File: src/design/tldacc_pkg.sv
// Types, codes and constants for the tape loader detect / accelerate unit.
// Used by tldacc_core and the top level; depends on nothing.
`default_nettype none

package tldacc_pkg;

    // Item kinds on the input tuser
    typedef enum logic [1:0] {
        CMD_READ  = 2'd0,
        CMD_FRAME = 2'd1,
        CMD_EDGE  = 2'd2,
        CMD_PLAY  = 2'd3
    } cmd_e;

    // Configuration register indexes
    localparam logic [1:0] CFG_DETECT_ENABLE     = 2'd0;
    localparam logic [1:0] CFG_ACCELERATE_ENABLE = 2'd1;
    localparam logic [1:0] CFG_RECORDING_ACTIVE  = 2'd2;

    // Detection windows and thresholds
    localparam logic [31:0] PLAY_WINDOW    = 32'd1000;
    localparam logic [31:0] STOPPED_WINDOW = 32'd500;
    localparam logic [7:0]  LOADER_READS   = 8'd10;
    localparam logic [7:0]  MOVIE_READS    = 8'd128;
    localparam logic [7:0]  STOP_READS     = 8'd10;
    localparam logic [7:0]  COUNT_MAX      = 8'hff;
    localparam logic [7:0]  BDIFF_DOWN     = 8'hff;
    localparam logic [2:0]  MODE_MAX       = 3'd5;
    // Time stamp meaning "no read seen yet" (-100000)
    localparam logic [31:0] NEVER_READ     = 32'hfffe7960;

    localparam int IN_TDATA_W  = 72;
    localparam int OUT_TDATA_W = 8;

    typedef struct packed {
        cmd_e        command;
        logic [19:0] time_now;
        logic [7:0]  b_value;
        logic [15:0] instr_addr;
        logic        loop_match;
        logic        movie_match;
        logic        ear_match;
        logic [2:0]  detected_mode;
        logic        tape_playing;
        logic [16:0] frame_span;
        logic [1:0]  edge_length;
        logic        edge_by_accel;
    } in_item_t;

    typedef struct packed {
        logic        stop_tape;
        logic        start_tape;
        logic        accel_apply;
        logic [2:0]  accel_mode_out;
        logic        accel_long;
    } out_item_t;

    typedef struct packed {
        logic detect_enable;
        logic accelerate_enable;
        logic recording_active;
    } cfg_t;

    // Split the stream words into the item fields
    function automatic in_item_t unpack_item(input logic [1:0] user,
                                             input logic [IN_TDATA_W-1:0] data);
        in_item_t it;
        it.command       = cmd_e'(user);
        it.time_now      = data[19:0];
        it.b_value       = data[27:20];
        it.instr_addr    = data[43:28];
        it.loop_match    = data[44];
        it.movie_match   = data[45];
        it.ear_match     = data[46];
        it.detected_mode = data[49:47];
        it.tape_playing  = data[50];
        it.frame_span    = data[67:51];
        it.edge_length   = data[69:68];
        it.edge_by_accel = data[70];
        return it;
    endfunction

    function automatic logic [OUT_TDATA_W-1:0] pack_result(input out_item_t r);
        return {1'b0, r.accel_long, r.accel_mode_out, r.accel_apply,
                r.start_tape, r.stop_tape};
    endfunction

endpackage

`default_nettype wire

File: src/design/tldacc_core.sv
// Detection and acceleration state with its single-pass update logic.
// Depends on tldacc_pkg.
`default_nettype none

module tldacc_core
    import tldacc_pkg::*;
(
    input  wire logic      clk,
    input  wire logic      rst_n,
    input  wire cfg_t      cfg,
    input  wire in_item_t  item,
    input  wire logic      fire,
    output out_item_t      res
);

    logic [7:0]  cnt_reg,   cnt_next;
    logic [31:0] lrt_reg,   lrt_next;
    logic [7:0]  last_b_reg, last_b_next;
    logic        cur_known_reg, cur_known_next;
    logic        cur_long_reg,  cur_long_next;
    logic        nxt_known_reg, nxt_known_next;
    logic        nxt_long_reg,  nxt_long_next;
    logic [2:0]  mode_reg,  mode_next;
    logic [15:0] addr_reg,  addr_next;

    logic [2:0]  dmode;
    logic [31:0] tdiff;
    logic [7:0]  bdiff;
    logic [7:0]  cnt_inc;
    logic [7:0]  need;
    logic        playing;
    logic        plausible;
    logic [2:0]  mode_cur;

    // Shared arithmetic on the current read
    assign dmode   = (item.detected_mode > MODE_MAX) ? 3'd0 : item.detected_mode;
    assign tdiff   = {12'd0, item.time_now} - lrt_reg;
    assign bdiff   = item.b_value - last_b_reg;
    assign cnt_inc = (cnt_reg == COUNT_MAX) ? cnt_reg : cnt_reg + 8'd1;
    assign plausible = (tdiff <= PLAY_WINDOW) &&
                       (bdiff == 8'd1 || bdiff == 8'd0 || bdiff == BDIFF_DOWN);

    // Threshold a stopped tape needs before starting
    always_comb
    begin
        if (item.movie_match && tdiff <= STOPPED_WINDOW)
            need = MOVIE_READS;
        else if (item.loop_match)
            need = LOADER_READS;
        else if (item.ear_match && tdiff <= STOPPED_WINDOW &&
                 (bdiff == 8'd1 || bdiff == BDIFF_DOWN))
            need = LOADER_READS;
        else
            need = 8'd0;
    end

    // Next state and result for one item
    always_comb
    begin
        cnt_next       = cnt_reg;
        lrt_next       = lrt_reg;
        last_b_next    = last_b_reg;
        cur_known_next = cur_known_reg;
        cur_long_next  = cur_long_reg;
        nxt_known_next = nxt_known_reg;
        nxt_long_next  = nxt_long_reg;
        mode_next      = mode_reg;
        addr_next      = addr_reg;
        playing        = item.tape_playing;
        mode_cur       = 3'd0;
        res            = '0;

        unique case (item.command)
            CMD_FRAME:
            begin
                if ($signed(lrt_reg) > $signed(NEVER_READ))
                    lrt_next = lrt_reg - {15'd0, item.frame_span};
            end
            CMD_EDGE:
            begin
                // Low bit (short) wins over high bit (long)
                if (item.edge_length[0])
                begin
                    nxt_known_next = 1'b1;
                    nxt_long_next  = 1'b0;
                end
                else if (item.edge_length[1])
                begin
                    nxt_known_next = 1'b1;
                    nxt_long_next  = 1'b1;
                end
                else
                    nxt_known_next = 1'b0;
                if (!item.edge_by_accel)
                    cur_known_next = 1'b0;
            end
            CMD_PLAY:
            begin
                cnt_next  = 8'd0;
                mode_next = 3'd0;
            end
            CMD_READ:
            begin
                lrt_next    = {12'd0, item.time_now};
                last_b_next = item.b_value;

                // Start / stop detection
                if (!cfg.detect_enable)
                    cnt_next = 8'd0;
                else if (item.tape_playing)
                begin
                    if (item.loop_match || item.movie_match || item.ear_match || plausible)
                        cnt_next = 8'd0;
                    else if (cnt_inc >= STOP_READS)
                    begin
                        res.stop_tape = 1'b1;
                        playing       = 1'b0;
                        cnt_next      = 8'd0;
                        mode_next     = 3'd0;
                    end
                    else
                        cnt_next = cnt_inc;
                end
                else
                begin
                    if (need == 8'd0)
                        cnt_next = 8'd0;
                    else if (cnt_inc >= need)
                    begin
                        res.start_tape = 1'b1;
                        playing        = 1'b1;
                        cnt_next       = 8'd0;
                        mode_next      = 3'd0;
                    end
                    else
                        cnt_next = cnt_inc;
                end

                // Edge-loop acceleration, bound to one instruction address
                if (cfg.accelerate_enable && playing && !cfg.recording_active)
                begin
                    mode_cur = mode_next;
                    if (mode_cur != 3'd0 && item.instr_addr != addr_reg)
                        mode_cur = 3'd0;
                    if (mode_cur == 3'd0)
                    begin
                        mode_cur  = dmode;
                        addr_next = item.instr_addr;
                    end
                    mode_next = mode_cur;
                    if (mode_cur != 3'd0)
                    begin
                        if (cur_known_reg)
                        begin
                            res.accel_apply    = 1'b1;
                            res.accel_mode_out = mode_cur;
                            res.accel_long     = cur_long_reg;
                            cnt_next           = 8'd0;
                        end
                        cur_known_next = nxt_known_reg;
                        cur_long_next  = nxt_long_reg;
                    end
                end
            end
            default:
            begin
            end
        endcase
    end

    // State registers, updated once per item
    always_ff @(posedge clk or negedge rst_n)
    begin
        if (!rst_n)
        begin
            cnt_reg       <= 8'd0;
            lrt_reg       <= NEVER_READ;
            last_b_reg    <= 8'd0;
            cur_known_reg <= 1'b0;
            cur_long_reg  <= 1'b0;
            nxt_known_reg <= 1'b0;
            nxt_long_reg  <= 1'b0;
            mode_reg      <= 3'd0;
            addr_reg      <= 16'd0;
        end
        else if (fire)
        begin
            cnt_reg       <= cnt_next;
            lrt_reg       <= lrt_next;
            last_b_reg    <= last_b_next;
            cur_known_reg <= cur_known_next;
            cur_long_reg  <= cur_long_next;
            nxt_known_reg <= nxt_known_next;
            nxt_long_reg  <= nxt_long_next;
            mode_reg      <= mode_next;
            addr_reg      <= addr_next;
        end
    end

endmodule

`default_nettype wire

File: src/design/tape_loader_detect_accelerate_unit.sv
// Tape loader detect / accelerate unit: input register, core, result register.
// Path: input register, core, result register; the result register drives m_tvalid.
// Throughput: one item per cycle while m_tready does not stall the result register.
// While a result waits, the input stage takes one more item, then s_tready drops.
// Reset (rst_n low, asynchronous): both stages empty, config to detect=1,
// accelerate=1, recording=0, and all detection state to its idle values.
`default_nettype none

module tape_loader_detect_accelerate_unit
    import tldacc_pkg::*;
(
    input  wire logic                   clk,
    input  wire logic                   rst_n,
    // Configuration write port
    input  wire logic                   cfg_wr_en,
    input  wire logic [1:0]             cfg_index,
    input  wire logic                   cfg_data,
    // Input stream
    input  wire logic                   s_tvalid,
    output logic                        s_tready,
    // s_tdata: time_now[19:0], b_value[27:20], instr_addr[43:28], loop_match[44],
    // movie_match[45], ear_match[46], detected_mode[49:47], tape_playing[50],
    // frame_span[67:51], edge_length[69:68], edge_by_accel[70], zero[71]
    input  wire logic [IN_TDATA_W-1:0]  s_tdata,
    // s_tuser: command[1:0]
    input  wire logic [1:0]             s_tuser,
    // Result stream
    output logic                        m_tvalid,
    input  wire logic                   m_tready,
    // m_tdata: stop_tape[0], start_tape[1], accel_apply[2], accel_mode_out[5:3],
    // accel_long[6], zero[7]
    output logic [OUT_TDATA_W-1:0]      m_tdata
);

    cfg_t      cfg_reg;
    logic      in_valid_reg;
    in_item_t  in_item_reg;
    logic      out_valid_reg;
    out_item_t out_item_reg;
    out_item_t core_res;
    logic      fire;

    // Core consumes the held item when the result register is empty or being read
    assign fire     = in_valid_reg && (!out_valid_reg || m_tready);
    assign s_tready = !in_valid_reg || fire;
    assign m_tvalid = out_valid_reg;
    assign m_tdata  = pack_result(out_item_reg);

    // Configuration registers
    always_ff @(posedge clk or negedge rst_n)
    begin
        if (!rst_n)
        begin
            cfg_reg.detect_enable     <= 1'b1;
            cfg_reg.accelerate_enable <= 1'b1;
            cfg_reg.recording_active  <= 1'b0;
        end
        else if (cfg_wr_en)
        begin
            if (cfg_index == CFG_DETECT_ENABLE)
                cfg_reg.detect_enable <= cfg_data;
            if (cfg_index == CFG_ACCELERATE_ENABLE)
                cfg_reg.accelerate_enable <= cfg_data;
            if (cfg_index == CFG_RECORDING_ACTIVE)
                cfg_reg.recording_active <= cfg_data;
        end
    end

    // Stage valid flags
    always_ff @(posedge clk or negedge rst_n)
    begin
        if (!rst_n)
        begin
            in_valid_reg  <= 1'b0;
            out_valid_reg <= 1'b0;
        end
        else
        begin
            if (s_tready)
                in_valid_reg <= s_tvalid;
            if (fire)
                out_valid_reg <= 1'b1;
            else if (m_tready)
                out_valid_reg <= 1'b0;
        end
    end

    // Stage payloads
    always_ff @(posedge clk)
    begin
        if (s_tready && s_tvalid)
            in_item_reg <= unpack_item(s_tuser, s_tdata);
        if (fire)
            out_item_reg <= core_res;
    end

    tldacc_core u_core (
        .clk   (clk),
        .rst_n (rst_n),
        .cfg   (cfg_reg),
        .item  (in_item_reg),
        .fire  (fire),
        .res   (core_res)
    );

endmodule

`default_nettype wire

File: config.mk
export PLATFORM = sky130hd
export DESIGN_NAME = tape_loader_detect_accelerate_unit
export DESIGN_NICKNAME = d
export VERILOG_FILES = /design/src/design/tldacc_pkg.sv /design/src/design/tldacc_core.sv /design/src/design/tape_loader_detect_accelerate_unit.sv
export SDC_FILE = /design/constraint.sdc
export NUM_CORES = 1
export LEC_CHECK = 0
export BUFFER_PORTS_ARGS = -buffer_cell sky130_fd_sc_hd__buf_2
export CAP_MARGIN = 5
export CORE_MARGIN = 2
export CORE_UTILIZATION = 60
export CTS_BUF_LIST = sky130_fd_sc_hd__clkbuf_16
export CTS_CLUSTER_DIAMETER = 50
export DETAILED_ROUTE_END_ITERATION = 10
export PLACE_DENSITY_LB_ADDON = 0.2
export SETUP_SLACK_MARGIN = 0.02
export SLEW_MARGIN = 0
export SYNTH_ARGS = -nofsm -noshare
export SYNTH_HDL_FRONTEND = slang
export SYNTH_SLANG_ARGS = --single-unit
File: constraint.sdc
create_clock -name clk -period 7.8 [get_ports clk]
set_input_delay 0.78 -clock clk [delete_from_list [all_inputs] [get_ports clk]]
set_output_delay 0.78 -clock clk [all_outputs]
set_load 0.005 [all_outputs]
==> impl_metrics.json, run 1 <==
{
  "r2r-end": "u_core.addr_reg[6]",
  "rr_startpoint": "u_core.lrt_reg[19]",
  "critical_path_arrival_ps": 7080,
  "drive_gt1_share_pct": 18.5,
  "cp_slowest_cell": "or3_1",
  "fin_nets": 1184,
  "maxSlewHeadroom_pct": 35.7,
  "postSynth.asyncResetShare_pct": 48.7,
  "postSynthCellCount": 975,
  "path_buf_inv": 1,
  "ff2ff_setup_slack_ps": 1040,
  "n_fill_cell": 1279,
  "cts_root_buffer": "clkbuf_16",
  "drcViolationCount": 0,
  "largest_reg_flops": 73,
  "cts_tree": "yes",
  "maxSlewViolCount": 0,
  "endpoint_kind": "register",
  "cp_top_family": "simple AND/OR/NAND/NOR gates",
  "critical_path_class": "register to register",
  "place_congestion": 0.934,
  "antenna_found_initial": 0,
  "clockBufferDepth": 2,
  "cp_cell_sequence": "inv_1 > ha_1 > nor2_1 > nor3_1 > or3b_2 > nor4b_1 > nand4b_1 > nor4_1 > o211ai_1 > nor4_1 > nand4b_1 > nor3_1 > nand3_1 > and2_1 > ha_1 > a21oi_1 > o2111ai_1 > a211o_1 > a21oi_1 > a2111oi_4 > o21ai_2 > or3_1 > mux2_4",
  "period_minus_slack_ps": 6760,
  "fin_crit_sh_pct": 86.7,
  "status": "complete, no violations",
  "io_pins": 92,
  "yosysUniqueCellTypes": 88,
  "die_h_um": 131,
  "clk_pin_slew_worst_paths_ps": 70,
  "finalHoldViolations": 0,
  "hpwl_mm": 15.5,
  "rows": 46,
  "p_per_area_nw_per_um2": 311,
  "drt-pass1-iter-count": 5,
  "ys_ff_latch": 156,
  "core-area_um2": 15900,
  "startpoint_type": "register",
  "critical_path_peak_fanout": 16,
  "critical-path-max-stage-delay_ps": 770,
  "setup_tns_ps": 0,
  "n_antenna_cell": 0,
  "rsz0062_at_grt": "no",
  "grt_use_total_pct": 26.3,
  "routedWlPerCell_um": 17.0,
  "h-tree-depth": 4,
  "irDropWorstVdd_mv": 0.222,
  "grt_pass1_vias": 7576,
  "syn_avg_cell_area_um2": 9.99,
  "via_count": 7711,
  "ys.flop_type": "edfxtp_1",
  "grt_remaining_overflow": 0,
  "initial_utilization_pct": 61.3,
  "required_ps": 8120,
  "grt_start_max_net_pins": 74,
  "yosysWarnings": 0,
  "routed_wl_mm": 21.7,
  "drt_iter0_drc": 834,
  "synth_nets": 1110,
  "cap_viol_max_count": 0,
  "worst_pin_slew_ps": 965,
  "synth_area_um2": 9740,
  "ys_seq_area_share_pct": 44.5,
  "maxClockFrequency_ghz": 0.148,
  "final_antenna_net_count": 0,
  "clkSinkCount": 156,
  "die_w_um": 131,
  "cts_resized": 0,
  "setup_viol": 0,
  "vias_per_cell": 6.03,
  "multi_input_area_um2": 4970,
  "seqCellArea_um2": 4330,
  "cts_made_buffers": 17,
  "whs_ps": 150,
  "io_buffers": 89,
  "power.leakage_uw": 0.00466,
  "cts_hold_buf": 0,
  "cts_setup_buffers": 0,
  "grt_pass1_wl_mm": 36.7,
  "area_growth_pct": 11.9,
  "clock_skew_ps": 8.14,
  "hold_class": "primary input to asynchronous set/reset pin",
  "dieArea_um2": 17300,
  "r2r_cells": 23,
  "synth-edff-count": 80,
  "clk_latency_ps": 430
}
## synthesized netlist by cell type, drive strengths merged, types with 5 or more instances
| cell type | n | area [um^2] |
|---|---|---|
| buf | 7 | 71.3 |
| o2111ai | 8 | 70.1 |
| and3 | 11 | 68.8 |
| o21ai | 46 | 234 |
| xnor2 | 22 | 193 |
| a211oi | 19 | 148 |
| nand2 | 67 | 251 |
| nand3 | 23 | 115 |
| nor3 | 28 | 140 |
| dfstp | 24 | 631 |
| inv | 67 | 251 |
| xor2 | 29 | 254 |
| a21oi | 63 | 315 |
| nor4 | 23 | 159 |
| or3 | 15 | 93.8 |
| nand4 | 18 | 119 |
| a31oi | 12 | 75.1 |
| mux2 | 26 | 330 |
| and2 | 10 | 62.6 |
| nor3b | 8 | 60.1 |
| a21o | 7 | 52.6 |
| or2 | 10 | 62.6 |
| mux2i | 8 | 80.1 |
| nand2b | 16 | 100 |
| nor2b | 14 | 87.6 |
| edfxtp | 80 | 2400 |
| ha | 51 | 638 |
| o21a | 11 | 82.6 |
| or4 | 5 | 37.5 |
| a21boi | 5 | 37.5 |
| dfrtp | 52 | 1300 |
| nor2 | 70 | 263 |
| nand3b | 7 | 52.6 |
| o211ai | 10 | 75.1 |
| clkbuf | 30 | 114 |
## worst max path at each step
stage	depth (start not counted)	end	slack, ps	from
6_report	23	u_core.addr_reg[6]	1040	u_core.lrt_reg[19]
5_1_grt	23	u_core.addr_reg[6]	440	u_core.lrt_reg[19]
4_1_cts	23	u_core.addr_reg[6]	1060	u_core.lrt_reg[19]
3_5_place_dp	23	u_core.addr_reg[4]	1130	u_core.lrt_reg[19]
3_3_place_gp	23	u_core.addr_reg[0]	1160	u_core.lrt_reg[19]
2_1_floorplan	26	u_core.addr_reg[0]	2210	u_core.lrt_reg[18]
## through the flow
stage	power, uW	setup slack [ps]	cells	utilization (%)	area, um^2
floorplan	2200	2210	975	-	9740
global placement	2480	1160	1246	64.8	10300
detailed placement	2520	1130	1246	64.8	10300
CTS	3390	1060	1278	68.6	10900
global route	3630	438	1278	68.6	10900
finish	3390	1040	1278	68.6	10900
## area by class of cell
cell class	count	share of cell area, %
tap	216	2.48
clock buffer	17	3.90
inverter	68	2.34
clock inverter	15	1.62
timing repair buffer	92	4.32
sequential	156	39.8
multi-input combinational	714	45.6
## routing by layer
| metal | vias to the layer above | GRT usage (%) | wire, um |
|---|---|---|---|
| met5 | - | 0 | 0 |
| met4 | 0 | 9.72 | 585 |
| met3 | 45 | 5.44 | 1120 |
| met2 | 268 | 42.1 | 10300 |
| met1 | 3633 | 35.7 | 9740 |
| li1 | 3765 | - | - |
## layout by cell type (no fill, tap or decap), types with 7 or more instances in the layout
master / count
dfstp_2: 24
xnor2_1: 22
mux2i_1: 8
buf_2: 88
a21o_1: 7
ha_1: 51
o2111ai_1: 8
o211ai_1: 10
nor2b_1: 14
clkbuf_16: 17
nand2_1: 67
o21a_1: 11
nor3b_1: 8
nor2_1: 70
inv_1: 67
xor2_1: 29
nand3_1: 23
a31oi_1: 12
mux2_4: 10
o21ai_0: 45
mux2_2: 15
edfxtp_1: 80
dfrtp_1: 52
a21oi_1: 63
nor3_1: 28
and2_1: 9
nand4_1: 17
nand2b_1: 16
nor4_1: 22
a211oi_1: 18
or3_1: 15
or2_2: 8
nand3b_1: 7
and3_1: 11
## where the power goes
part | internal (uW) | leakage, uW | switching (uW) | total (uW)
clock | 485 | 0.000298 | 367 | 852
combinational | 580 | 0.00268 | 829 | 1410
sequential | 1020 | 0.00167 | 113 | 1130
total | 2090 | 0.00466 | 1310 | 3390
## cell families after synthesis
kind of cell | after synthesis | share of synthesized area, %
other cells | 1 | 0.0385
fa+ha+maj | 53 | 6.96
compound gates | 233 | 16.4
flops | 156 | 44.5
simple gates | 342 | 18.8
xor+xnor | 51 | 4.59
mux | 34 | 4.21
buf+inv | 105 | 4.52
No activity file was read; power rests on OpenSTA's default activity.
==> inputs of run 2 (changes only) <==
--- a/config.mk
+++ b/config.mk
@@ -7,8 +7,10 @@
 export LEC_CHECK = 0
 export BUFFER_PORTS_ARGS = -buffer_cell sky130_fd_sc_hd__buf_2
 export CAP_MARGIN = 5
+export CELL_PAD_IN_SITES_DETAIL_PLACEMENT = 1
+export CELL_PAD_IN_SITES_GLOBAL_PLACEMENT = 1
 export CORE_MARGIN = 2
-export CORE_UTILIZATION = 60
+export CORE_UTILIZATION = 47
 export CTS_BUF_LIST = sky130_fd_sc_hd__clkbuf_16
 export CTS_CLUSTER_DIAMETER = 50
 export DETAILED_ROUTE_END_ITERATION = 10
==> impl_metrics.json, run 2 (synthesized netlist as in run 1, its figures left out) <==
{
  "critical-path-max-stage-delay_ps": 790,
  "clockBufferDepth": 2,
  "rr_startpoint": "u_core.lrt_reg[19]",
  "cts_made_buffers": 17,
  "routedWlPerCell_um": 19.1,
  "place_ws_ps": 1100,
  "clk_pin_slew_worst_paths_ps": 70,
  "grt_remaining_overflow": 0,
  "n_antenna_cell": 0,
  "multi_input_area_um2": 4970,
  "core-area_um2": 20300,
  "final_common_cell": "buf_2",
  "io_buffers": 89,
  "critical_path_peak_fanout": 16,
  "setup_tns_ps": 0,
  "rsz0062_at_grt": "no",
  "critical_path_class": "register to register",
  "grt_pass1_vias": 8302,
  "required_ps": 8120,
  "h-tree-depth": 4,
  "dieArea_um2": 21900,
  "power.leakage_uw": 0.00465,
  "grt_start_max_net_pins": 74,
  "clk_latency_ps": 440,
  "grt_pass1_wl_mm": 41.9,
  "cp.depth": 23,
  "cp_slowest_cell": "or3_1",
  "routed_wl_mm": 25.4,
  "die_h_um": 148,
  "final_antenna_net_count": 0,
  "area_growth_pct": 12.5,
  "irDropWorstVdd_mv": 0.168,
  "hpwl_mm": 18.6,
  "cts_hold_buf": 0,
  "drcViolationCount": 0,
  "worst_pin_slew_ps": 1020,
  "layout_common_cells": "buf_2, edfxtp_1, nor2_1",
  "fin_crit_sh_pct": 86.3,
  "r2r_cells": 23,
  "vias_per_cell": 5.89,
  "fin_nets": 1184,
  "endpoint_kind": "register",
  "drive_gt1_share_pct": 18.6,
  "maxSlewViolCount": 0,
  "antenna_found_initial": 1,
  "critical_path_arrival_ps": 7050,
  "hold_class": "primary input to asynchronous set/reset pin",
  "drt-pass1-iter-count": 5,
  "cp_cell_sequence": "inv_1 > ha_1 > nor2_1 > nor3_1 > or3b_2 > nor4b_1 > nand4b_1 > nor4_1 > o211ai_1 > nor4_1 > nand4b_1 > nor3_1 > nand3_1 > and2_1 > ha_1 > a21oi_1 > o2111ai_1 > a211o_1 > a21oi_1 > a2111oi_4 > o21ai_2 > or3_1 > mux2_4",
  "n_fill_cell": 2316,
  "clkSinkCount": 156,
  "r2r-end": "u_core.addr_reg[15]",
  "largest_reg_flops": 73,
  "drt_iter0_drc": 376,
  "place_congestion": 0.844,
  "initial_utilization_pct": 48.0,
  "cts_setup_buffers": 0,
  "worst_slack_ps": 1070,
  "io_pins": 92,
  "setup_viol": 0,
  "finalHoldViolations": 0,
  "ff2ff_setup_slack_ps": 1070,
  "die_w_um": 148,
  "cap_viol_max_count": 0,
  "cts_resized": 0,
  "period_minus_slack_ps": 6730,
  "p_per_area_nw_per_um2": 312,
  "status": "complete, no violations",
  "maxClockFrequency_ghz": 0.149,
  "seqCellArea_um2": 4330,
  "grt_use_total_pct": 24.1,
  "cp_top_family": "simple AND/OR/NAND/NOR gates",
  "maxSlewHeadroom_pct": 32.1,
  "cts_tree": "yes",
  "path_buf_inv": 1,
  "cts_root_buffer": "clkbuf_16",
  "via_count": 7851,
  "startpoint_type": "register",
  "clock_skew_ps": 12.0,
  "rows": 52
}
[run 2: worst max path at each step]
stage / startpoint / endpoint / slack, ps
after floorplan: u_core.lrt_reg[18] / u_core.addr_reg[0] / 2210
after global placement: u_core.lrt_reg[19] / u_core.addr_reg[14] / 1240
after detailed placement: u_core.lrt_reg[19] / u_core.addr_reg[1] / 1100
after CTS: u_core.lrt_reg[19] / u_core.addr_reg[15] / 1040
after global routing: u_core.lrt_reg[19] / u_core.addr_reg[9] / 530
final: u_core.lrt_reg[19] / u_core.addr_reg[15] / 1070
[run 2: through the flow]
step	utilization, %	cell area [um^2]	total power (uW)	hold WS (ps)	std cells
6_report	54.0	11000	3420	256	1332
5_1_grt	54.0	11000	3650	273	1332
4_1_cts	54.0	11000	3430	263	1332
3_5_place_dp	51.1	10400	2560	462	1300
3_3_place_gp	51.1	10400	2510	456	1300
2_1_floorplan	-	9740	2200	431	975
[run 2: area by class of cell]
type | instances | share of cell area [%]
clock buffers | 17 | 3.88
clock inverters | 15 | 1.49
inverters | 68 | 2.33
multi-input cells | 714 | 45.4
flip-flops and latches | 156 | 39.6
well taps | 270 | 3.08
repair buffers | 92 | 4.30
[run 2: power by group]
part / switching (uW) / leakage [uW] / internal [uW]
sequential: 117 / 0.00167 / 1020
combinational: 862 / 0.00268 / 581
clock: 407 / 0.000291 / 431
total: 1390 / 0.00465 / 2030
[run 2: layer usage]
metal	wire (um)	GRT usage, %	vias up	part of all wire [%]
met5	12	0	-	0.047
met4	319	6.10	2	1.3
met3	859	4.97	30	3.4
met2	12600	41.7	146	50
met1	11600	31.0	3922	46
li1	-	-	3751	-
==> inputs of run 3 (changes only) <==
--- a/config.mk
+++ b/config.mk
@@ -9,7 +9,7 @@
 export CAP_MARGIN = 5
 export CELL_PAD_IN_SITES_DETAIL_PLACEMENT = 1
 export CELL_PAD_IN_SITES_GLOBAL_PLACEMENT = 1
-export CORE_MARGIN = 2
+export CORE_MARGIN = 3
 export CORE_UTILIZATION = 47
 export CTS_BUF_LIST = sky130_fd_sc_hd__clkbuf_16
 export CTS_CLUSTER_DIAMETER = 50
==> impl_metrics.json, run 3 (synthesized netlist as in run 1, its figures left out) <==
{
  "status": "complete, no violations",
  "antenna_found_initial": 1,
  "die_h_um": 150,
  "maxSlewHeadroom_pct": 32.3,
  "via_count": 7821,
  "hpwl_mm": 18.8,
  "wl_met2_mm": 12.5,
  "maxSlewViolCount": 0,
  "routed_wl_mm": 25.8,
  "final_area_um2": 11000,
  "fin_crit_sh_pct": 87.3,
  "grt_use_total_pct": 23.5,
  "drt_iter0_drc": 433,
  "place_congestion": 0.878,
  "critical_path_arrival_ps": 7120,
  "period_minus_slack_ps": 6810,
  "die_w_um": 150,
  "required_ps": 8110,
  "finalHoldViolations": 0,
  "n_antenna_cell": 0,
  "cts_hold_buf": 0,
  "power.leakage_uw": 0.00466,
  "clockBufferDepth": 2,
  "irDropWorstVdd_mv": 0.205,
  "p_per_area_nw_per_um2": 316,
  "largest_reg_flops": 73,
  "vias_per_cell": 5.87,
  "critical_path_class": "register to register",
  "cts_setup_buffers": 0,
  "cts_made_buffers": 17,
  "setup_tns_ps": 0,
  "drcViolationCount": 0,
  "grt_pass1_wl_mm": 41.9,
  "critical_path_peak_fanout": 16,
  "io_pins": 92,
  "worst_pin_slew_ps": 1020,
  "hold_class": "primary input to asynchronous set/reset pin",
  "dpl-instance-area_um2": 10400,
  "setup_viol": 0,
  "clk_latency_ps": 440,
  "final_antenna_net_count": 0,
  "endpoint_kind": "register",
  "wl_met3_mm": 1.06,
  "clkSinkCount": 156,
  "area_growth_pct": 12.8,
  "clk_pin_slew_worst_paths_ps": 70,
  "fin_nets": 1184,
  "drive_gt1_share_pct": 18.5,
  "drt-met1-wl_mm": 11.6,
  "io_buffers": 89,
  "h-tree-depth": 4,
  "dr.max_layer_used": "met5",
  "grt_start_max_net_pins": 74,
  "cap_viol_max_count": 0,
  "final_common_cell": "buf_2",
  "cts_root_buffer": "clkbuf_16",
  "cts_resized": 0,
  "layout_common_cells": "buf_2, edfxtp_1, nor2_1",
  "dieArea_um2": 22500,
  "initial_utilization_pct": 48.0,
  "grt_remaining_overflow": 0,
  "routedWlPerCell_um": 19.4,
  "core-area_um2": 20300,
  "drt-pass1-iter-count": 5,
  "cts_tree": "yes",
  "maxClockFrequency_ghz": 0.147,
  "rsz0062_at_grt": "no",
  "startpoint_type": "register",
  "grt_pass1_vias": 8190,
  "rows": 52,
  "clock_skew_ps": 13.9
}
-- run 3: changes by cell type in the layout (fill, tap and decap cells not counted), moves of 2 or more --
cell       delta
clkinv_8      -3
bufinv_16     +2
inv_6         +2
inv_8         -2
-- run 3: metrics by stage --
step                util (%)  total power (uW)  hold slack, ps  setup WS (ps)  std cells
finish                  54.1              3480             263            988       1332
global route            54.1              3720             282            352       1332
CTS                     54.1              3490             267            973       1332
detailed placement      51.1              2570             464           1050       1300
global placement        51.1              2510             458           1190       1300
floorplan                  -              2200             431           2210        975
-- run 3: report_power, final --
group	internal (uW)	switching [uW]	total, uW
logic	580	873	1450
registers	1020	118	1140
clock network	504	381	885
total	2100	1370	3480
-- run 3: final timing paths --
check | slack, ps | cells past startpoint | end | start
max in group asynchronous | 6470 | 2 | u_core.addr_reg[5] | rst_n
hold / removal | 260 | 1 | u_core.cnt_reg[6] | rst_n
hold reg to reg | 480 | 1 | u_core.nxt_long_reg | in_item_reg[1]
setup / recovery | 990 | 23 | u_core.addr_reg[5] | u_core.lrt_reg[19]
setup reg to reg | 990 | 23 | u_core.addr_reg[5] | u_core.lrt_reg[19]
min in group clk | 480 | 1 | u_core.nxt_long_reg | in_item_reg[1]
-- run 3: area by class of cell --
| class | count | area [um^2] |
|---|---|---|
| fill | 2258 | 9320 |
| multi-input combinational | 714 | 4970 |
| sequential | 156 | 4330 |
| timing repair buffer | 92 | 470 |
| clock buffer | 18 | 450 |
| tap | 270 | 338 |
| inverter | 68 | 255 |
| clock inverter | 14 | 166 |
-- run 3: metal layers --
metal | global-route usage, % | up-vias
met5 | 0 | -
met1 | 30.7 | 3851
met4 | 6.77 | 2
li1 | - | 3756
met3 | 4.57 | 45
met2 | 39.8 | 167
-- run 3: worst max-delay path, cell delays in order, from the launching register on --
cell and delay, ps:
dfstp_2 590, inv_1 70, ha_1 590, nor2_1 80
nor3_1 310, or3b_2 220, nor4b_1 230, nand4b_1 140
nor4_1 320, o211ai_1 150, nor4_1 360, nand4b_1 160
nor3_1 220, nand3_1 150, and2_1 190, ha_1 300
a21oi_1 70, o2111ai_1 200, a211o_1 150, a21oi_1 120
a2111oi_4 630, o21ai_2 210, or3_1 780, mux2_4 460
